--- src/rtl/hsd_pkg.sv ---
// shared types and constants for the descending heap sort unit
`timescale 1ns / 1ps

package hsd_pkg;

  localparam int unsigned ValueW = 32;

  // one slot of the sorting chain: a value and whether it is occupied
  typedef struct packed {
    logic                     vld;
    logic signed [ValueW-1:0] val;
  } hsd_entry_t;

  typedef enum logic [1:0] {
    ST_LOAD,
    ST_SETTLE,
    ST_DRAIN
  } hsd_state_e;

endpackage

--- src/rtl/hsd_in_if.sv ---
// input channel: one value per transfer with an end-of-set mark
`timescale 1ns / 1ps

interface hsd_in_if;
  logic                              valid;
  logic                              ready;
  logic signed [hsd_pkg::ValueW-1:0] value;
  logic                              end_of_set;

  modport source (output valid, output value, output end_of_set, input ready);
  modport sink (input valid, input value, input end_of_set, output ready);
endinterface

--- src/rtl/hsd_out_if.sv ---
// output channel: sorted values, largest first
`timescale 1ns / 1ps

interface hsd_out_if;
  logic                              valid;
  logic                              ready;
  logic signed [hsd_pkg::ValueW-1:0] sorted_value;
  logic                              last_result;
  logic                              overflow;

  modport source (output valid, output sorted_value, output last_result,
                  output overflow, input ready);
  modport sink (input valid, input sorted_value, input last_result,
                input overflow, output ready);
endinterface

--- src/rtl/heap_sort_descending_unit.sv ---
// top level: systolic insertion chain that returns each set largest first
`timescale 1ns / 1ps
// loading: one input transfer per cycle, up to CAPACITY values held per set
// after the end-marked transfer the chain settles while the last value walks
// down the row of cells; then one result per cycle while the sink is ready;
// the next set is taken after the final result
// reset empties the chain and clears the count and the overflow flag

module heap_sort_descending_unit #(
  parameter int unsigned CAPACITY = 16
) (
  input  logic       clk_i,
  input  logic       rst_ni,
  hsd_in_if.sink     in_i,
  hsd_out_if.source  out_o
);

  localparam int unsigned CntW = $clog2(CAPACITY + 1);

  hsd_pkg::hsd_state_e state_d, state_q;
  logic [CntW-1:0]     held_d, held_q;
  logic [CntW-1:0]     settle_d, settle_q;
  logic                drop_d, drop_q;

  logic in_xfer, out_xfer, full, shift;

  hsd_pkg::hsd_entry_t head;
  hsd_pkg::hsd_entry_t stored [CAPACITY];
  hsd_pkg::hsd_entry_t link [CAPACITY-1];

  assign full     = (held_q == CntW'(CAPACITY));
  assign in_xfer  = in_i.valid && in_i.ready;
  assign out_xfer = out_o.valid && out_o.ready;
  assign shift    = out_xfer;

  assign head.vld = in_xfer && !full;
  assign head.val = in_i.value;

  for (genvar i = 0; i < CAPACITY; i++) begin : g_cell
    hsd_pkg::hsd_entry_t ins, nxt;
    if (i == 0) begin : g_first
      assign ins = head;
    end else begin : g_mid
      assign ins = link[i-1];
    end
    if (i == CAPACITY - 1) begin : g_tail
      assign nxt = '0;
      hsd_cell u_cell (
        .clk_i   (clk_i),
        .rst_ni  (rst_ni),
        .shift_i (shift),
        .ins_i   (ins),
        .next_i  (nxt),
        .store_o (stored[i]),
        .pass_o  ()
      );
    end else begin : g_body
      assign nxt = stored[i+1];
      hsd_cell u_cell (
        .clk_i   (clk_i),
        .rst_ni  (rst_ni),
        .shift_i (shift),
        .ins_i   (ins),
        .next_i  (nxt),
        .store_o (stored[i]),
        .pass_o  (link[i])
      );
    end
  end

  // next state
  always_comb begin
    state_d = state_q;
    case (state_q)
      hsd_pkg::ST_LOAD: begin
        if (in_xfer && in_i.end_of_set) state_d = hsd_pkg::ST_SETTLE;
      end
      hsd_pkg::ST_SETTLE: begin
        if (settle_q == '0) state_d = hsd_pkg::ST_DRAIN;
      end
      hsd_pkg::ST_DRAIN: begin
        if (out_xfer && held_q == CntW'(1)) state_d = hsd_pkg::ST_LOAD;
      end
      default: state_d = hsd_pkg::ST_LOAD;
    endcase
  end

  // counters and flags
  always_comb begin
    held_d   = held_q;
    settle_d = settle_q;
    drop_d   = drop_q;
    case (state_q)
      hsd_pkg::ST_LOAD: begin
        if (in_xfer) begin
          if (full) drop_d = 1'b1;
          else      held_d = held_q + CntW'(1);
          settle_d = CntW'(CAPACITY);
        end
      end
      hsd_pkg::ST_SETTLE: begin
        settle_d = settle_q - CntW'(1);
      end
      hsd_pkg::ST_DRAIN: begin
        // held count doubles as the remaining-results counter
        if (out_xfer) begin
          held_d = held_q - CntW'(1);
          if (held_q == CntW'(1)) drop_d = 1'b0;
        end
      end
      default: begin
        held_d = '0;
        drop_d = 1'b0;
      end
    endcase
  end

  // outputs
  always_comb begin
    in_i.ready         = (state_q == hsd_pkg::ST_LOAD);
    out_o.valid        = (state_q == hsd_pkg::ST_DRAIN);
    out_o.sorted_value = stored[0].val;
    out_o.last_result  = (held_q == CntW'(1));
    out_o.overflow     = drop_q;
  end

  always_ff @(posedge clk_i or negedge rst_ni) begin
    if (!rst_ni) begin
      state_q  <= hsd_pkg::ST_LOAD;
      held_q   <= '0;
      settle_q <= '0;
      drop_q   <= 1'b0;
    end else begin
      state_q  <= state_d;
      held_q   <= held_d;
      settle_q <= settle_d;
      drop_q   <= drop_d;
    end
  end

endmodule

--- src/rtl/hsd_cell.sv ---
// one cell of the sorting chain: keeps the larger value, passes the smaller on
`timescale 1ns / 1ps

module hsd_cell (
  input  logic                clk_i,
  input  logic                rst_ni,
  input  logic                shift_i,
  input  hsd_pkg::hsd_entry_t ins_i,
  input  hsd_pkg::hsd_entry_t next_i,
  output hsd_pkg::hsd_entry_t store_o,
  output hsd_pkg::hsd_entry_t pass_o
);

  hsd_pkg::hsd_entry_t store_d, store_q;
  hsd_pkg::hsd_entry_t pass_d, pass_q;

  always_comb begin
    store_d    = store_q;
    pass_d.vld = 1'b0;
    pass_d.val = ins_i.val;
    if (shift_i) begin
      // drain: move one place toward the head
      store_d = next_i;
    end else if (ins_i.vld) begin
      if (!store_q.vld) begin
        store_d = ins_i;
      end else if ($signed(ins_i.val) > $signed(store_q.val)) begin
        store_d = ins_i;
        pass_d  = store_q;
      end else begin
        pass_d = ins_i;
      end
    end
  end

  always_ff @(posedge clk_i or negedge rst_ni) begin
    if (!rst_ni) begin
      store_q <= '0;
      pass_q  <= '0;
    end else begin
      store_q <= store_d;
      pass_q  <= pass_d;
    end
  end

  assign store_o = store_q;
  assign pass_o  = pass_q;

endmodule
--- src/flat_wrapper.sv ---
// flat-port wrapper written by rule: the top's interface ports become plain ports
module heap_sort_descending_unit_flat 
#(
  parameter int unsigned CAPACITY = 16
)
  (clk_i, rst_ni, in_i_valid, in_i_value, in_i_end_of_set, in_i_ready, out_o_valid, out_o_sorted_value, out_o_last_result, out_o_overflow, out_o_ready);
  hsd_in_if in_i_i ();
  hsd_out_if out_o_i ();
  input  logic clk_i;
  input  logic rst_ni;
  input wire logic [$bits(in_i_i.valid)-1:0] in_i_valid;
  input wire logic [$bits(in_i_i.value)-1:0] in_i_value;
  input wire logic [$bits(in_i_i.end_of_set)-1:0] in_i_end_of_set;
  output wire logic [$bits(in_i_i.ready)-1:0] in_i_ready;
  output wire logic [$bits(out_o_i.valid)-1:0] out_o_valid;
  output wire logic [$bits(out_o_i.sorted_value)-1:0] out_o_sorted_value;
  output wire logic [$bits(out_o_i.last_result)-1:0] out_o_last_result;
  output wire logic [$bits(out_o_i.overflow)-1:0] out_o_overflow;
  input wire logic [$bits(out_o_i.ready)-1:0] out_o_ready;
  assign in_i_i.valid = in_i_valid;
  assign in_i_i.value = in_i_value;
  assign in_i_i.end_of_set = in_i_end_of_set;
  assign in_i_ready = in_i_i.ready;
  assign out_o_valid = out_o_i.valid;
  assign out_o_sorted_value = out_o_i.sorted_value;
  assign out_o_last_result = out_o_i.last_result;
  assign out_o_overflow = out_o_i.overflow;
  assign out_o_i.ready = out_o_ready;
  heap_sort_descending_unit #(.CAPACITY(CAPACITY)) u_core (.clk_i(clk_i), .rst_ni(rst_ni), .in_i(in_i_i), .out_o(out_o_i));
endmodule
--- config.mk ---
export PLATFORM = sky130hd
export DESIGN_NAME = heap_sort_descending_unit_flat
export DESIGN_NICKNAME = d
export VERILOG_FILES = /design/src/rtl/hsd_pkg.sv /design/src/rtl/hsd_in_if.sv /design/src/rtl/hsd_out_if.sv /design/src/rtl/heap_sort_descending_unit.sv /design/src/rtl/hsd_cell.sv /design/src/flat_wrapper.sv
export SDC_FILE = /design/constraint.sdc
export NUM_CORES = 2
export LEC_CHECK = 0
export BUFFER_PORTS_ARGS = -buffer_cell sky130_fd_sc_hd__clkbuf_2
export CAP_MARGIN = 20
export CORE_MARGIN = 2
export CORE_UTILIZATION = 46
export CTS_CLUSTER_SIZE = 12
export DETAILED_ROUTE_END_ITERATION = 8
export PLACE_DENSITY = 0.68
export SLEW_MARGIN = 20
export SYNTH_ARGS = -nofsm -noshare
export SYNTH_HDL_FRONTEND = slang
export SYNTH_SLANG_ARGS = --single-unit
--- constraint.sdc ---
create_clock -name clk_i -period 8 [get_ports clk_i]
set_input_delay 1.2 -clock clk_i [delete_from_list [all_inputs] [get_ports clk_i]]
set_output_delay 1.2 -clock clk_i [all_outputs]
set_load 0.005 [all_outputs]
# Word level (Yosys, flattened, before mapping)
# Cells that the tools add are included.
op_classes:
  addsub: 3
  n_lt_le_gt_ge: 16
  eq_ne: 28
  muxes: 139
  bitwise_logic: 1
  n_reduce_logical: 45
op_table:
  columns: ["operator", "count"]
  rows:
  - ["33-bit 2-to-1 mux", 77]
  - ["32-bit 2-to-1 mux", 47]
  - ["32-bit > comparator", 16]
  - ["3-bit by 1-bit != test with 1-bit output (second input constant)", 16]
  - ["2-bit AND reduction", 17]
  - ["2-bit nonzero test", 17]
  - ["5-bit 2-to-1 mux", 4]
  - ["5-bit case mux with 3 select lines", 1]
  - ["2-bit != test (second input constant)", 7]
  - ["5-bit case mux with 2 select lines", 1]
  - ["5-bit by 1-bit subtractor with 5-bit output (second input constant)", 2]
  - ["2-bit 2-to-1 mux", 3]
  - ["2-bit case mux with 3 select lines", 1]
  - ["5-bit by 1-bit adder with 5-bit output (second input constant)", 1]
  - ["5-bit by 1-bit == test with 1-bit output (second input constant)", 1]
  - ["5-bit == test (second input constant)", 1]
  - ["1-bit logical AND", 5]
  - ["5-bit logical NOT", 1]
  - ["5-bit AND reduction", 1]
  - ["1-bit 2-to-1 mux", 4]
  - ["4-bit AND reduction", 1]
  - ["1-bit case mux with 3 select lines", 1]
  - ["3-bit AND reduction", 1]
  - ["2-bit by 1-bit == test with 1-bit output (second input constant)", 1]
  - ["other kinds (5)", 5]
totals:
  reg_bits: 1036
  in_bits: 37
  word_cells: 298

# Longest topological paths before layout
depth:
  word_depth: 5
  mapped_depth: 11
  depth_no_buf: 9

# By module
# From an unflattened synthesis, not the netlist that was laid out.
hier_totals:
  cells_unflattened: 6359
  area_unflattened_um2: 63631.0
modules_own_cells:
  columns: ["mod", "n_inst", "cells_each", "area_each_um2"]
  rows:
  - ["hsd_cell at u_core.g_cell[0].g_body.u_cell ...", 12, 385, 3923.8]
  - ["hsd_cell at u_core.g_cell[7].g_body.u_cell ...", 3, 423, 3925.0]
  - ["hsd_cell at u_core.g_cell[12].g_body.u_cell", 1, 378, 3865.0]
  - ["heap_sort_descending_unit", 1, 92, 905.9]

# Least setup slack after synthesis
# No wires, ideal clock.
synth_path:
  kind: "in2reg"
  start: "input in_i_value[29]"
  end: "register u_core.g_cell[0].g_body.u_cell.pass_q (netlist bit u_core.g_cell[0].g_body.u_cell.pass_o[10])"
  setup_time_ns: 0.125
  arrival_time_ns: 3.364
  t_required_ns: 7.875
  setup_slack_ns: 4.511
  stages: 9
  path_cell_list: "ha_1 > nand3_1 > nor4_2 > nand2_1 > or3_1 > o211a_1 > nor3b_4 > buf_6 > mux2_2"
synth_lines:
  columns: ["item", "line", "rtl"]
  rows:
  - ["from (decl)", "flat_wrapper.sv:12", "input wire logic [$bits(in_i_i.value)-1:0] in_i_value;"]
  - ["to (signal assigned)", "hsd_cell.sv:42", "pass_q <= pass_d;"]
  - ["to (decl)", "hsd_cell.sv:15", "hsd_pkg::hsd_entry_t pass_d, pass_q;"]

==> summary.md <==
- **Critical Path, Cell by Cell** nor2b_1, nand2_4, buf_4, and3_1, and3b_1, buf_4, mux2_2
- **critical path endpoint category** flop
- **worst slack, placed** 3.335 ns
- **setup repair after global routing missed its margin** false
- **total cell area at the placement stage** 62,010 µm²
- **slowest cell delay on critical path** 0.77 ns
- **post-synth design cell area** 60,430 µm²
- **final design utilization** 0.5063
- **TritonCTS Buffers** 110
- **number of vias per cell** 5.904
- **Clock Latency Late Sink** 0.74 ns
- **I/O pin count** 73
- **total congestion overflow after global routing** 0
- **total setup violations reported at the end of the flow** 0
- **cell chosen for the clock root** clkbuf_16
- **wire length on met3** 6.665 mm
- **critical path's top delay family** simple AND/OR/NAND/NOR gates
- **fin nets** 6,255
- **asr flop ratio synth** 1.000
- **total buffers and inverters traversed by the critical path** 2
- **synthesized instance count** 5,793
- **category of the most critical setup path** flop to flop
- **setup fix buffers added after clock tree synthesis** 0
- **number of routed nets with antenna violations** 0
- **number of H-tree levels** 3
- **maximum number of pins on one net before global-route repair** 167
- **clock input transition at the sequential cells of the worst setup and hold paths** 0.06 ns
- **synth warn** 0
- **Synth cell types** 75
- **fraction of final layout cells sized beyond drive strength 1** 0.1776
- **Max Clk Rate** 0.2349 GHz
- **Global Route Usage Sum** 0.2247
- **critical path peak fanout** 68
- **pin slew with the least headroom to its limit** 1.041 ns
- **detailed-placement wirelength estimate** 105.9 mm
- **layout overhead on the synthesized area** 8.891%
- **static leakage power** 31.10 nW
- **number of search-and-repair iterations in the first detailed-routing pass** 6
- **wire length of the first global-routing pass** 247.7 mm
- **total number of placement rows** 132
- **element type at the critical path start** flop
- **total of hold buffers inserted after clock tree synthesis** 0
- **least setup slack across all paths after layout** 3.743 ns
- **Horiz. Die Dim** 366.5 µm
- **core region area** 130,000 µm²
- **CP Data Required Time** 8.61 ns
- **number of global-route vias before repair** 44,760
- **share of synthesized area occupied by flip-flops and latches** 0.4290
- **clock sink total** 1,036
- **final WL** 153.2 mm
- **maximum number of buffers from clock root to sink** 3
- **Rel. slew slack** 0.2882
- **DRC violation total after the first TritonRoute iteration** 3,703
- **arrival time at the worst endpoint** 4.87 ns
- **initial antenna violation count** 0
- **worst vdd ir** 0.2057 mV
- **Met2 Wirelength** 74.67 mm
- **Synth Register Bits** 1,036
- **DRC viols** 0
- **Final GP Congestion** 0.8443
- **design area** 65,800 µm²
- **full die area** 134,300 µm²
- **post-layout total power** 26.70 mW
- **routed length on met1** 68.75 mm
- **Max Transition Viols Final** 0
- **cell repeated most along the worst path** buf_4
- **Wirelength per Cell** 20.33 µm
- **outcome** completed
- **Initial Utilization** 0.4649
- **Final Hold Violating Endpoints** 0
- **type of the most critical hold path** flop to flop
- **post-route minimum period** 4.257 ns
- **Post-Route Skew** 0.02893 ns
- **y dimension of the die** 366.5 µm
- **final setup TNS** 0 ns
- **buffers added on ports** 72
- **maxcap violations** 0
- **CTS tree** yes
- **Avg Inst Size Synth** 10.43 µm²
- **top routing layer used** met4
- **fin crit share** 0.5322
- **vias after detailed routing** 44,470
- **Syn Nets** 6,348
- **number of flops mapped to enable cells by yosys** 0
- **power density of the placed cells** 405.7 nW/µm²
- **highest-delay cell along the critical path** buf_4
- **Resize count post-CTS** 0
- **leading register cell type out of synthesis** dfrtp_1
power breakdown:
part	leakage (nW)	total, mW	internal [mW]	switching [mW]
combinational	16.6	11.2	5.34	5.86
sequential	12.6	10.1	7.50	2.62
clock	1.87	5.38	3.15	2.23
stage by stage:
stage                     cells  hold slack (ns)
after CTS                  7531           0.5186
after global placement     7330           0.4857
after floorplan            5793           0.4597
after global routing       7531           0.5400
after detailed placement   7330           0.5056
final                      7532           0.5118
cells in the mapped netlist (16+ instances only):
cell type,count,area [µm²]
dfrtp_1,1036,25920
o221a_2,224,2522
a211o_1,16,140.1
ha_1,518,6481
buf_1,21,78.83
a21o_1,58,435.4
o211ai_1,246,1847
inv_1,589,2211
and3_1,23,143.9
nor2b_1,26,162.7
mux2_2,439,4943
o21ai_0,351,1757
a221oi_1,39,341.6
nor2_1,286,1074
nor4_1,30,187.7
clkbuf_1,181,679.4
nand3_1,53,265.3
nand2_1,453,1700
buf_4,47,352.8
a21oi_1,238,1191
buf_2,86,430.4
mux2i_1,499,4995
nand4_1,115,719.4
layout by cell type, fill, tap and decap left out, drive strengths merged, types with 15 or more instances in the layout:
| master | instances |
|---|---|
| nor2 | 286 |
| buf | 74 |
| ha | 518 |
| o21ai | 354 |
| nand4 | 115 |
| mux2i | 499 |
| clkinv | 15 |
| a21o | 58 |
| nand3 | 53 |
| inv | 595 |
| nor4 | 34 |
| nand2 | 453 |
| clkbuf | 243 |
| nor2b | 26 |
| and3 | 23 |
| o221a | 225 |
| a21oi | 238 |
| a221oi | 39 |
| o211ai | 246 |
| dfrtp | 1036 |
| mux2 | 453 |
| a211o | 17 |
final cells by class:
| cell class | instances | area [µm²] |
|---|---|---|
| sequential | 1036 | 25940 |
| tap | 1742 | 2180 |
| multi-input combinational | 3817 | 30700 |
| clock inverter | 29 | 404.1 |
| antenna | 1 | 2.502 |
| fill | 11460 | 64180 |
| clock buffer | 172 | 3377 |
| timing repair buffer | 145 | 980.9 |
| inverter | 590 | 2215 |
worst paths after layout:
kind                                    start                                         end  slack, ns  cells after the start
min reg2reg                u_core.settle_q[1]                          u_core.settle_q[1]       0.51                      2
min                        u_core.settle_q[1]                          u_core.settle_q[1]       0.51                      2
min in group asynchronous              rst_ni  u_core.g_cell[11].g_body.u_cell.pass_o[21]       0.56                      1
max in group asynchronous              rst_ni   u_core.g_cell[0].g_body.u_cell.pass_o[20]       5.71                      3
max reg2reg                 u_core.state_q[1]   u_core.g_cell[4].g_body.u_cell.pass_o[21]       3.74                      7
max                         u_core.state_q[1]   u_core.g_cell[4].g_body.u_cell.pass_o[21]       3.74                      7
cells by family (layout without fill, tap and decap cells):
kind of cell / Yosys count / after routing / synth area share
and+or+nand+nor: 1070 / 1070 / 0.08120
other: 0 / 1 / 0
muxes: 952 / 952 / 0.1671
AOI/OAI and AO/OA: 1275 / 1275 / 0.1502
DFF: 1036 / 1036 / 0.4290
buffers and inverters: 940 / 936 / 0.06495
xor gates and xnor gates: 2 / 2 / 0.0002899
adders and majority gates: 518 / 518 / 0.1073
state kept, by name (all words and copies together) (netlist names):
register	flops
u_core.g_cell.g_tail.u_cell.store_o	33
u_core.held_q	5
u_core.g_cell.g_body.u_cell.pass_o	495
u_core.out_o.overflow	1
u_core.g_cell.g_body.u_cell.store_o	495
u_core.settle_q	5
u_core.state_q	2
routing by layer:
layer | GRT usage | up-vias
met4 | 0.05279 | 0
li1 | - | 20720
met1 | 0.3069 | 22490
met3 | 0.03042 | 200
met2 | 0.3777 | 1055
met5 | 0 | -
worst min-delay path, delay by kind of cell, from the launching register on:
family | cells | cell delay, ns
AOI/OAI and AO/OA | 1 | 0.06
DFF | 1 | 0.36
and+or+nand+nor | 1 | 0.05
No activity file was read; power rests on OpenSTA's default activity.
